--- config.mk ---
export PLATFORM = sky130hd
export DESIGN_NAME = handle_access_policy_table
export DESIGN_NICKNAME = d
export VERILOG_FILES = /design/src/hw/rtl/hapt_pkg.sv /design/src/hw/rtl/handle_access_policy_table.sv /design/src/hw/rtl/hapt_ram.sv
export VERILOG_INCLUDE_DIRS = /design/src /design/src/hw/rtl
export SDC_FILE = /design/constraint.sdc
export NUM_CORES = 2
export LEC_CHECK = 0
export BUFFER_PORTS_ARGS = -buffer_cell sky130_fd_sc_hd__buf_2
export CAP_MARGIN = 10
export CELL_PAD_IN_SITES_DETAIL_PLACEMENT = 1
export CELL_PAD_IN_SITES_GLOBAL_PLACEMENT = 1
export CORE_ASPECT_RATIO = 1.75
export CORE_MARGIN = 4
export CORE_UTILIZATION = 41
export CTS_BUF_LIST = sky130_fd_sc_hd__clkbuf_4
export CTS_CLUSTER_SIZE = 25
export DETAILED_ROUTE_END_ITERATION = 10
export PLACE_DENSITY = 0.73
export SYNTH_ARGS = -nofsm -noshare
export SYNTH_HDL_FRONTEND = slang
export SYNTH_HIERARCHICAL = 1
export SYNTH_SLANG_ARGS = --single-unit
export TNS_END_PERCENT = 50
--- constraint.sdc ---
create_clock -name i_clk -period 60.4 [get_ports i_clk]
set_clock_uncertainty 0.2 [all_clocks]
set_input_delay 12.08 -clock i_clk [delete_from_list [all_inputs] [get_ports i_clk]]
set_output_delay 12.08 -clock i_clk [all_outputs]
set_load 0.01 [all_outputs]
--- src/hw/rtl/handle_access_policy_table_assert.svh ---
// assertion macros used by handle_access_policy_table.sv
// both expect i_clk and an active-low i_rst_n in scope
`ifndef HANDLE_ACCESS_POLICY_TABLE_ASSERT_SVH
`define HANDLE_ACCESS_POLICY_TABLE_ASSERT_SVH

// same-cycle implication
`define HAPT_ASSERT_NOW(label, ante, cons, msg) \
    label: assert property (@(posedge i_clk) disable iff (!i_rst_n) (ante) |-> (cons)) \
        else $error(msg);

// next-cycle implication
`define HAPT_ASSERT_NEXT(label, ante, cons, msg) \
    label: assert property (@(posedge i_clk) disable iff (!i_rst_n) (ante) |=> (cons)) \
        else $error(msg);

`endif

--- src/hw/rtl/hapt_pkg.sv ---
`default_nettype none

package hapt_pkg;

    // authority codes
    localparam logic [1:0] AUTH_NONE  = 2'd0;
    localparam logic [1:0] AUTH_ALL   = 2'd1;
    localparam logic [1:0] AUTH_WONLY = 2'd2;
    localparam logic [1:0] AUTH_RW    = 2'd3;

    // verdict codes
    localparam logic [1:0] V_PASS = 2'd0;
    localparam logic [1:0] V_TERM = 2'd1;
    localparam logic [1:0] V_FAKE = 2'd2;

    // call classes
    localparam logic [2:0] CLS_HARMLESS = 3'd0;
    localparam logic [2:0] CLS_OPEN     = 3'd1;
    localparam logic [2:0] CLS_CLOSE    = 3'd2;
    localparam logic [2:0] CLS_READ     = 3'd3;
    localparam logic [2:0] CLS_WRITE    = 3'd4;

    // status codes
    localparam logic [1:0] ST_OK     = 2'd0;
    localparam logic [1:0] ST_OOR    = 2'd1;
    localparam logic [1:0] ST_HALTED = 2'd2;

    typedef struct packed {
        logic       may_read;
        logic [1:0] auth;
    } t_entry;

    localparam t_entry ENTRY_RESET = '{may_read: 1'b1, auth: AUTH_NONE};

    typedef struct packed {
        logic [1:0]  status;
        logic [31:0] fake_return;
        logic        override_return;
        logic        cancel_call;
        logic [1:0]  verdict;
        logic        at_exit;
    } t_result;

endpackage

`default_nettype wire

--- src/hw/rtl/handle_access_policy_table.sv ---
// handle access policy table
// slave channel s_axis_*: one item per traced stop or inherited-handle mark;
// master channel m_axis_*: exactly one result item for every input item, in order.
// an item is taken when tvalid and tready are both high.
// the per-handle authority and may-read bits live in one single-port-write ram
// with a registered read; each item reads its entry on the accept edge and
// writes it back in the execute step; the block takes no new item until the
// current one has left the execute step, where its result is registered into
// the output register that drives m_axis.
// after reset the block sweeps the ram once, one entry a cycle, to authority
// none and may-read 1: s_axis_tready stays low until the sweep is done.
// the result sits in an output register; while it waits the next item is still
// taken, and that item then holds in the execute step until the output frees up.
// a terminate verdict or an out-of-range handle halts the block: every later
// item returns status already-halted until the next reset.
`default_nettype none

`include "handle_access_policy_table_assert.svh"

module handle_access_policy_table #(
    parameter int HANDLE_SLOTS = 1024
) (
    input  wire logic        i_clk,
    input  wire logic        i_rst_n,
    input  wire logic        s_axis_tvalid,
    output logic             s_axis_tready,
    // handle_number[15:0], call_return[47:16], create_flag[48], own_log[49],
    // regdir_flag[50], byte_count[81:51], zero pad[87:82]
    input  wire logic [87:0] s_axis_tdata,
    // mode[0], call_class[3:1]
    input  wire logic [3:0]  s_axis_tuser,
    output logic             m_axis_tvalid,
    input  wire logic        m_axis_tready,
    // verdict[1:0], cancel_call[2], override_return[3], fake_return[35:4],
    // status[37:36], zero pad[39:38]
    output logic [39:0]      m_axis_tdata,
    // at_exit[0]
    output logic [0:0]       m_axis_tuser
);

    localparam int AW = $clog2(HANDLE_SLOTS);

    typedef enum logic [1:0] {
        S_CLEAR,
        S_IDLE,
        S_EXEC
    } t_state;

    t_state r_state, n_state;
    logic [AW-1:0] r_clr, n_clr;
    logic r_in_call, n_in_call;
    logic [1:0] r_pend, n_pend;
    logic [1:0] r_lastv, n_lastv;
    logic [31:0] r_fake, n_fake;
    logic r_halted, n_halted;
    logic r_out_valid, n_out_valid;
    hapt_pkg::t_result r_out, n_out;

    // captured item
    logic r_mode;
    logic [2:0] r_cls;
    logic signed [15:0] r_h;
    logic signed [31:0] r_ret;
    logic r_create, r_logf, r_regdir;
    logic [30:0] r_cnt;
    logic [AW-1:0] r_addr;

    logic w_accept;
    logic w_exec_go;
    logic [AW-1:0] w_in_addr;
    logic w_slot_h, w_slot_ret;
    logic [1:0] w_verdict;

    logic w_ram_we;
    logic [AW-1:0] w_ram_waddr, w_ram_raddr;
    hapt_pkg::t_entry w_ram_wdata, w_rd;

    assign s_axis_tready = (r_state == S_IDLE);
    assign w_accept = s_axis_tvalid && s_axis_tready;
    assign w_exec_go = (r_state == S_EXEC) && (!r_out_valid || m_axis_tready);

    // open exit binds to the returned handle, everything else uses the handle argument
    assign w_in_addr = (r_in_call && s_axis_tuser[0] && s_axis_tuser[3:1] == hapt_pkg::CLS_OPEN)
                       ? s_axis_tdata[16 +: AW] : s_axis_tdata[AW-1:0];

    assign w_slot_h = !r_h[15] && ({1'b0, r_h} < 17'(HANDLE_SLOTS));
    assign w_slot_ret = !r_ret[31] && ({1'b0, r_ret} < 33'(HANDLE_SLOTS));

    hapt_ram #(
        .WIDTH ($bits(hapt_pkg::t_entry)),
        .DEPTH (HANDLE_SLOTS)
    ) u_table (
        .i_clk   (i_clk),
        .i_we    (w_ram_we),
        .i_waddr (w_ram_waddr),
        .i_wdata (w_ram_wdata),
        .i_raddr (w_ram_raddr),
        .o_rdata (w_rd)
    );

    always_comb begin
        n_state = r_state;
        n_clr = r_clr;
        n_in_call = r_in_call;
        n_pend = r_pend;
        n_lastv = r_lastv;
        n_fake = r_fake;
        n_halted = r_halted;
        n_out_valid = r_out_valid && !m_axis_tready;
        n_out = r_out;
        w_verdict = hapt_pkg::V_PASS;
        w_ram_we = 1'b0;
        w_ram_waddr = r_addr;
        w_ram_wdata = w_rd;
        w_ram_raddr = r_addr;

        unique case (r_state)
            S_CLEAR: begin
                w_ram_we = 1'b1;
                w_ram_waddr = r_clr;
                w_ram_wdata = hapt_pkg::ENTRY_RESET;
                if (r_clr == AW'(HANDLE_SLOTS - 1)) begin
                    n_state = S_IDLE;
                end else begin
                    n_clr = r_clr + 1'b1;
                end
            end
            S_IDLE: begin
                w_ram_raddr = w_in_addr;
                if (w_accept) begin
                    n_state = S_EXEC;
                end
            end
            S_EXEC: begin
                if (w_exec_go) begin
                    n_out = '0;
                    n_out_valid = 1'b1;
                    n_state = S_IDLE;
                    if (r_halted) begin
                        n_out.status = hapt_pkg::ST_HALTED;
                    end else if (!r_mode) begin
                        if (w_slot_h) begin
                            w_ram_we = 1'b1;
                            w_ram_wdata = '{may_read: w_rd.may_read, auth: hapt_pkg::AUTH_WONLY};
                        end else begin
                            n_out.status = hapt_pkg::ST_OOR;
                            n_halted = 1'b1;
                        end
                    end else if (!r_in_call) begin
                        n_in_call = 1'b1;
                        case (r_cls) inside
                            hapt_pkg::CLS_HARMLESS, hapt_pkg::CLS_CLOSE: begin
                                w_verdict = hapt_pkg::V_PASS;
                            end
                            hapt_pkg::CLS_OPEN: begin
                                if (r_logf) begin
                                    n_pend = hapt_pkg::AUTH_ALL;
                                end else if (r_create) begin
                                    n_pend = hapt_pkg::AUTH_NONE;
                                    w_verdict = hapt_pkg::V_TERM;
                                end else begin
                                    n_pend = r_regdir ? hapt_pkg::AUTH_RW : hapt_pkg::AUTH_WONLY;
                                end
                            end
                            hapt_pkg::CLS_READ: begin
                                if (!w_slot_h) begin
                                    n_out.status = hapt_pkg::ST_OOR;
                                    n_halted = 1'b1;
                                end else if (w_rd.auth == hapt_pkg::AUTH_ALL ||
                                             (w_rd.auth == hapt_pkg::AUTH_RW && w_rd.may_read)) begin
                                    w_verdict = hapt_pkg::V_PASS;
                                end else begin
                                    w_verdict = hapt_pkg::V_TERM;
                                end
                            end
                            hapt_pkg::CLS_WRITE: begin
                                if (!w_slot_h) begin
                                    n_out.status = hapt_pkg::ST_OOR;
                                    n_halted = 1'b1;
                                end else begin
                                    case (w_rd.auth)
                                        hapt_pkg::AUTH_ALL:   w_verdict = hapt_pkg::V_PASS;
                                        hapt_pkg::AUTH_WONLY: w_verdict = hapt_pkg::V_FAKE;
                                        hapt_pkg::AUTH_RW: begin
                                            w_verdict = hapt_pkg::V_FAKE;
                                            w_ram_we = 1'b1;
                                            w_ram_wdata = '{may_read: 1'b0, auth: w_rd.auth};
                                        end
                                        default: w_verdict = hapt_pkg::V_TERM;
                                    endcase
                                    if (w_verdict == hapt_pkg::V_FAKE) begin
                                        n_fake = {1'b0, r_cnt};
                                    end
                                end
                            end
                            default: begin
                                w_verdict = hapt_pkg::V_TERM;
                            end
                        endcase
                        if (n_out.status == hapt_pkg::ST_OK) begin
                            n_out.verdict = w_verdict;
                            n_lastv = w_verdict;
                            n_halted = (w_verdict == hapt_pkg::V_TERM);
                            n_out.cancel_call = (w_verdict == hapt_pkg::V_FAKE);
                        end
                    end else begin
                        n_in_call = 1'b0;
                        n_out.at_exit = 1'b1;
                        if (r_lastv == hapt_pkg::V_FAKE) begin
                            // faked call never ran: only substitute the return value
                            n_out.override_return = 1'b1;
                            n_out.fake_return = r_fake;
                        end else if (r_cls == hapt_pkg::CLS_OPEN && !r_ret[31]) begin
                            if (w_slot_ret) begin
                                w_ram_we = 1'b1;
                                w_ram_wdata = '{may_read: w_rd.may_read, auth: r_pend};
                            end else begin
                                n_out.status = hapt_pkg::ST_OOR;
                                n_halted = 1'b1;
                            end
                        end else if (r_cls == hapt_pkg::CLS_CLOSE && !r_ret[31]) begin
                            if (w_slot_h) begin
                                w_ram_we = 1'b1;
                                w_ram_wdata = hapt_pkg::ENTRY_RESET;
                            end else begin
                                n_out.status = hapt_pkg::ST_OOR;
                                n_halted = 1'b1;
                            end
                        end
                        n_lastv = hapt_pkg::V_PASS;
                    end
                end
            end
            default: begin
                n_state = S_CLEAR;
            end
        endcase
    end

    always_ff @(posedge i_clk) begin
        if (!i_rst_n) begin
            r_state <= S_CLEAR;
            r_clr <= '0;
            r_in_call <= 1'b0;
            r_pend <= hapt_pkg::AUTH_NONE;
            r_lastv <= hapt_pkg::V_PASS;
            r_fake <= '0;
            r_halted <= 1'b0;
            r_out_valid <= 1'b0;
            r_out <= '0;
        end else begin
            r_state <= n_state;
            r_clr <= n_clr;
            r_in_call <= n_in_call;
            r_pend <= n_pend;
            r_lastv <= n_lastv;
            r_fake <= n_fake;
            r_halted <= n_halted;
            r_out_valid <= n_out_valid;
            r_out <= n_out;
        end
    end

    always_ff @(posedge i_clk) begin
        if (w_accept) begin
            r_mode <= s_axis_tuser[0];
            r_cls <= s_axis_tuser[3:1];
            r_h <= s_axis_tdata[15:0];
            r_ret <= s_axis_tdata[47:16];
            r_create <= s_axis_tdata[48];
            r_logf <= s_axis_tdata[49];
            r_regdir <= s_axis_tdata[50];
            r_cnt <= s_axis_tdata[81:51];
            r_addr <= w_in_addr;
        end
    end

    assign m_axis_tvalid = r_out_valid;
    assign m_axis_tdata = {2'b00, r_out.status, r_out.fake_return, r_out.override_return,
                           r_out.cancel_call, r_out.verdict};
    assign m_axis_tuser = r_out.at_exit;

    `HAPT_ASSERT_NEXT(a_halt_sticky, r_halted, r_halted, "halt flag dropped without reset")
    `HAPT_ASSERT_NOW(a_ram_we_src, w_ram_we, (r_state == S_CLEAR) || w_exec_go, "table write outside clear or execute")
    `HAPT_ASSERT_NEXT(a_halted_status, w_exec_go && r_halted, r_out.status == hapt_pkg::ST_HALTED, "halted item without halted status")
    `HAPT_ASSERT_NOW(a_ovr_at_exit, r_out_valid && r_out.override_return, r_out.at_exit && r_out.verdict == hapt_pkg::V_PASS, "return override outside a call exit")

endmodule

`default_nettype wire

--- src/hw/rtl/hapt_ram.sv ---
`default_nettype none

module hapt_ram #(
    parameter int WIDTH = 3,
    parameter int DEPTH = 1024
) (
    input  wire logic                     i_clk,
    input  wire logic                     i_we,
    input  wire logic [$clog2(DEPTH)-1:0] i_waddr,
    input  wire logic [WIDTH-1:0]         i_wdata,
    input  wire logic [$clog2(DEPTH)-1:0] i_raddr,
    output logic      [WIDTH-1:0]         o_rdata
);

    logic [WIDTH-1:0] r_mem [DEPTH];

    always_ff @(posedge i_clk) begin
        if (i_we) begin
            r_mem[i_waddr] <= i_wdata;
        end
        o_rdata <= r_mem[i_raddr];
    end

endmodule

`default_nettype wire
==> flow_summary.yaml <==
critical_path:
  cp_common_cell: "buf_4"
  timing.rr.start: "r_state[0]"
  slowest_stage: "buf_4"
  ff2ff_setup_slack_ps: 51230
  path_class: "in -> reg"
  cp_max_fo: 102
  cp_cell_sequence: "buf_2 -> nor4bb_1 -> nand2_1 -> mux2_2 -> nand2_1 -> nand2_4 -> buf_4 -> buf_12 -> buf_4 -> buf_4 -> buf_4 -> mux4_2 -> mux4_2 -> a22o_1 -> nor4_2 -> o22ai_1 -> nor3_1 -> o211ai_2"
  critPathRequiredTime_ps: 61400
  slowest_delay_ps: 790
  arrival_ps: 20500
  critPathTopFamily: "buffers and inverters"
  worstSetupEndpointType: "register"
  r2r_cells: 16
  crit_start: "s_axis_tuser[2]"
  startpoint_type: "primary input"
  critPathBufInv: 6
  reg2reg_to: "u_table/o_rdata[0]"
yosys:
  synth_xor_area_share_pct: 0.0337
  yosysMostFrequentCell: "edfxtp_1"
  synth_compound_area_share_pct: 3.43
  syn-cell-area_um2: 130000
  synth_top_area_share_pct: 72.7
  synth_edf_count: 3148
  syn_avg_cell_area_um2: 18.3
  yosysSeqAreaShare_pct: 74.1
  synth_area_leader_cell: "edfxtp_1"
  synthTopCellsByArea: "edfxtp_1 (73%), mux4_2 (11%), nor2_1 (3.3%), mux2i_1 (2.5%), dfxtp_1 (1.4%)"
  synth_top_family_by_area: "multiplexers"
  async_flop_share_pct: 0
  ys_warn_count: 6
  ys_ff_latch: 3239
  yosysUniqueCellTypes: 93
  synth_fa_ha_area_share_pct: 0.00963
  synthMuxAreaShare_pct: 14.4
  synthesis.instances: 7110
  synthTopCellsByCount: "edfxtp_1 (3148), nor2_1 (1131), mux4_2 (635)"
  synthFlopType: "edfxtp_1"
  synth_simple_gate_area_share_pct: 5.40
clock_tree:
  clk_path_buf_depth: 4
  cts_tree: "yes"
  clkTransAtPathRegs_ps: 70
  cts_setup_buffers: 0
  cts_hold_buffers: 0
  cts_buffers: 675
  h-tree-depth: 6
  cts_resized: 0
  root_buffer: "clkbuf_4"
  clk_latency_ps: 1340
  clock_sinks: 3239
drt:
  drc: 0
  vias_per_cell: 5.90
  drt-total-wl_um: 382000
  num_vias: 72200
  dr.pass1.iters: 5
  antenna_left: 0
  first_iter_violations: 7043
  wire_per_inst_um: 31.3
cells_and_area:
  final-seq-area_um2: 96400
  multi_input_area_um2: 30800
  drive_gt1_share_pct: 25.6
  layout.nets: 7688
  finalNonFillerCells: 12200
  area_growth_pct: 10.0
  fillers: 30300
worst_hold_path:
  hold_start: "r_fake[17]"
  holdPathStages: 2
  hp-class: "reg -> reg"
  hold_path_end: "r_fake[17]"
die:
  row_count: 273
  initial_core_util_pct: 41.2
  chipWidth_um: 434
  ioPinCount: 139
  core_um2: 316000
  die_area_um2: 326000
  die_h_um: 753
global_routing:
  grt_pass1_wl_um: 547000
  grt_start_max_net_pins: 243
  grt_overflow: 0
  antenna_found_initial: 22
  grt_pass1_vias: 78600
  grt_use_total_pct: 23.1
timing:
  tightest_slew_ps: 1290
  tns_ps: 0
  slew_headroom_pct: 13.6
  fin_crit_sh_pct: 32.3
  min_period_ps: 19500
  hold_ws_ps: 253
  setup_viol: 0
  fmax_ghz: 0.0513
  rsz0062_at_grt: "no"
  drv_slew: 0
  layout_setup_ws_ps: 40900
  hold_viol_final: 0
power:
  cellPowerDensity_nw_per_um2: 28.2
  ir_drop_v: 0.0000137
  total_power_uw: 4030
  p_leak_uw: 0.0477
placed_design:
  place_congestion: 0.823
  placed_cells: 11000
  preCtsSetupSlack_ps: 39410
  io_buffer_count: 129
  dp_hpwl_um: 228000
status:
  outcome: "complete, no violations"
run:
  drv_cap: 0
report_power, final:
group,internal (uW),switching (uW)
registers,2420,0.377
logic,4.52,18.6
clock network,755,831
cells in the final DEF, fill, tap and decap left out, drive strengths merged, types with 13 or more instances in the layout:
cell type,instances
a211oi,30
a21oi,123
a221oi,18
a22o,21
a22oi,93
and2,17
and3,13
buf,329
bufinv,14
clkbuf,897
clkinv,238
dfxtp,91
diode,18
edfxtp,3148
inv,25
mux2,37
mux2i,324
mux4,662
nand2,241
nand2b,14
nand3,54
nand4,18
nor2,1132
nor2b,27
nor3,66
nor3b,16
nor4,27
o21ai,67
o221ai,101
o22ai,86
or3,13
flip-flops by register name, summed over array words and instances, names as in the netlist:
| name | cells |
|---|---|
| m_axis_tdata | 37 |
| m_axis_tuser | 1 |
| m_axis_tvalid | 1 |
| r_addr | 10 |
| r_clr | 10 |
| r_cls | 3 |
| r_cnt | 31 |
| r_create | 1 |
| r_fake | 31 |
| r_h | 6 |
| r_halted | 1 |
| r_in_call | 1 |
| r_lastv | 2 |
| r_logf | 1 |
| r_mode | 1 |
| r_pend | 2 |
| r_regdir | 1 |
| r_ret | 22 |
| r_state | 2 |
| u_table/o_rdata | 3 |
| u_table/r_mem | 3072 |
cell families after synthesis:
logic type | Yosys count
simple gates | 1671
buf+inv | 538
mux | 1023
other cells | 1
compound gates | 632
xor+xnor | 5
fa+ha+maj | 1
flops | 3239
area by class of cell:
cell class / count / share of cell area [%]
Antenna cell: 18 / 0.0315
Clock buffer: 897 / 4.71
Clock inverter: 275 / 1.05
Inverter: 11 / 0.0341
Multi-Input combinational cell: 3335 / 21.5
Sequential cell: 3239 / 67.4
Tap cell: 4125 / 3.61
Timing Repair Buffer: 329 / 1.67
tightest hold or removal path, delay by kind of cell, from the launching register on:
| family | cells | cell delay, ps |
|---|---|---|
| simple gates | 1 | 50 |
| compound gates | 1 | 50 |
| flops | 1 | 310 |
metrics by stage:
step / cell area (um2) / utilization [%]
3_3_place_gp: 135000 / 42.6
6_report: 143000 / 45.3
2_1_floorplan: 130000 / -
3_5_place_dp: 135000 / 42.6
4_1_cts: 143000 / 45.3
5_1_grt: 143000 / 45.3
layer usage:
layer / GRT usage [%] / share of wire [%] / vias up
li1: - / - / 29800
met1: 25.5 / 33 / 37900
met2: 40.5 / 52 / 3514
met3: 4.14 / 7.2 / 1042
met4: 15.4 / 7.6 / 12
met5: 0 / 0.021 / -
worst max-delay path by stage:
stage,slack [ps],to,cells past startpoint
4_1_cts,40920,u_table/o_rdata[2],17
6_report,40900,u_table/o_rdata[0],18
3_3_place_gp,39550,u_table/o_rdata[2],17
5_1_grt,40390,u_table/o_rdata[0],18
3_5_place_dp,39410,u_table/o_rdata[2],17
2_1_floorplan,12620,u_table/r_mem[0][1],4
Power figures use the tool's default switching activity.
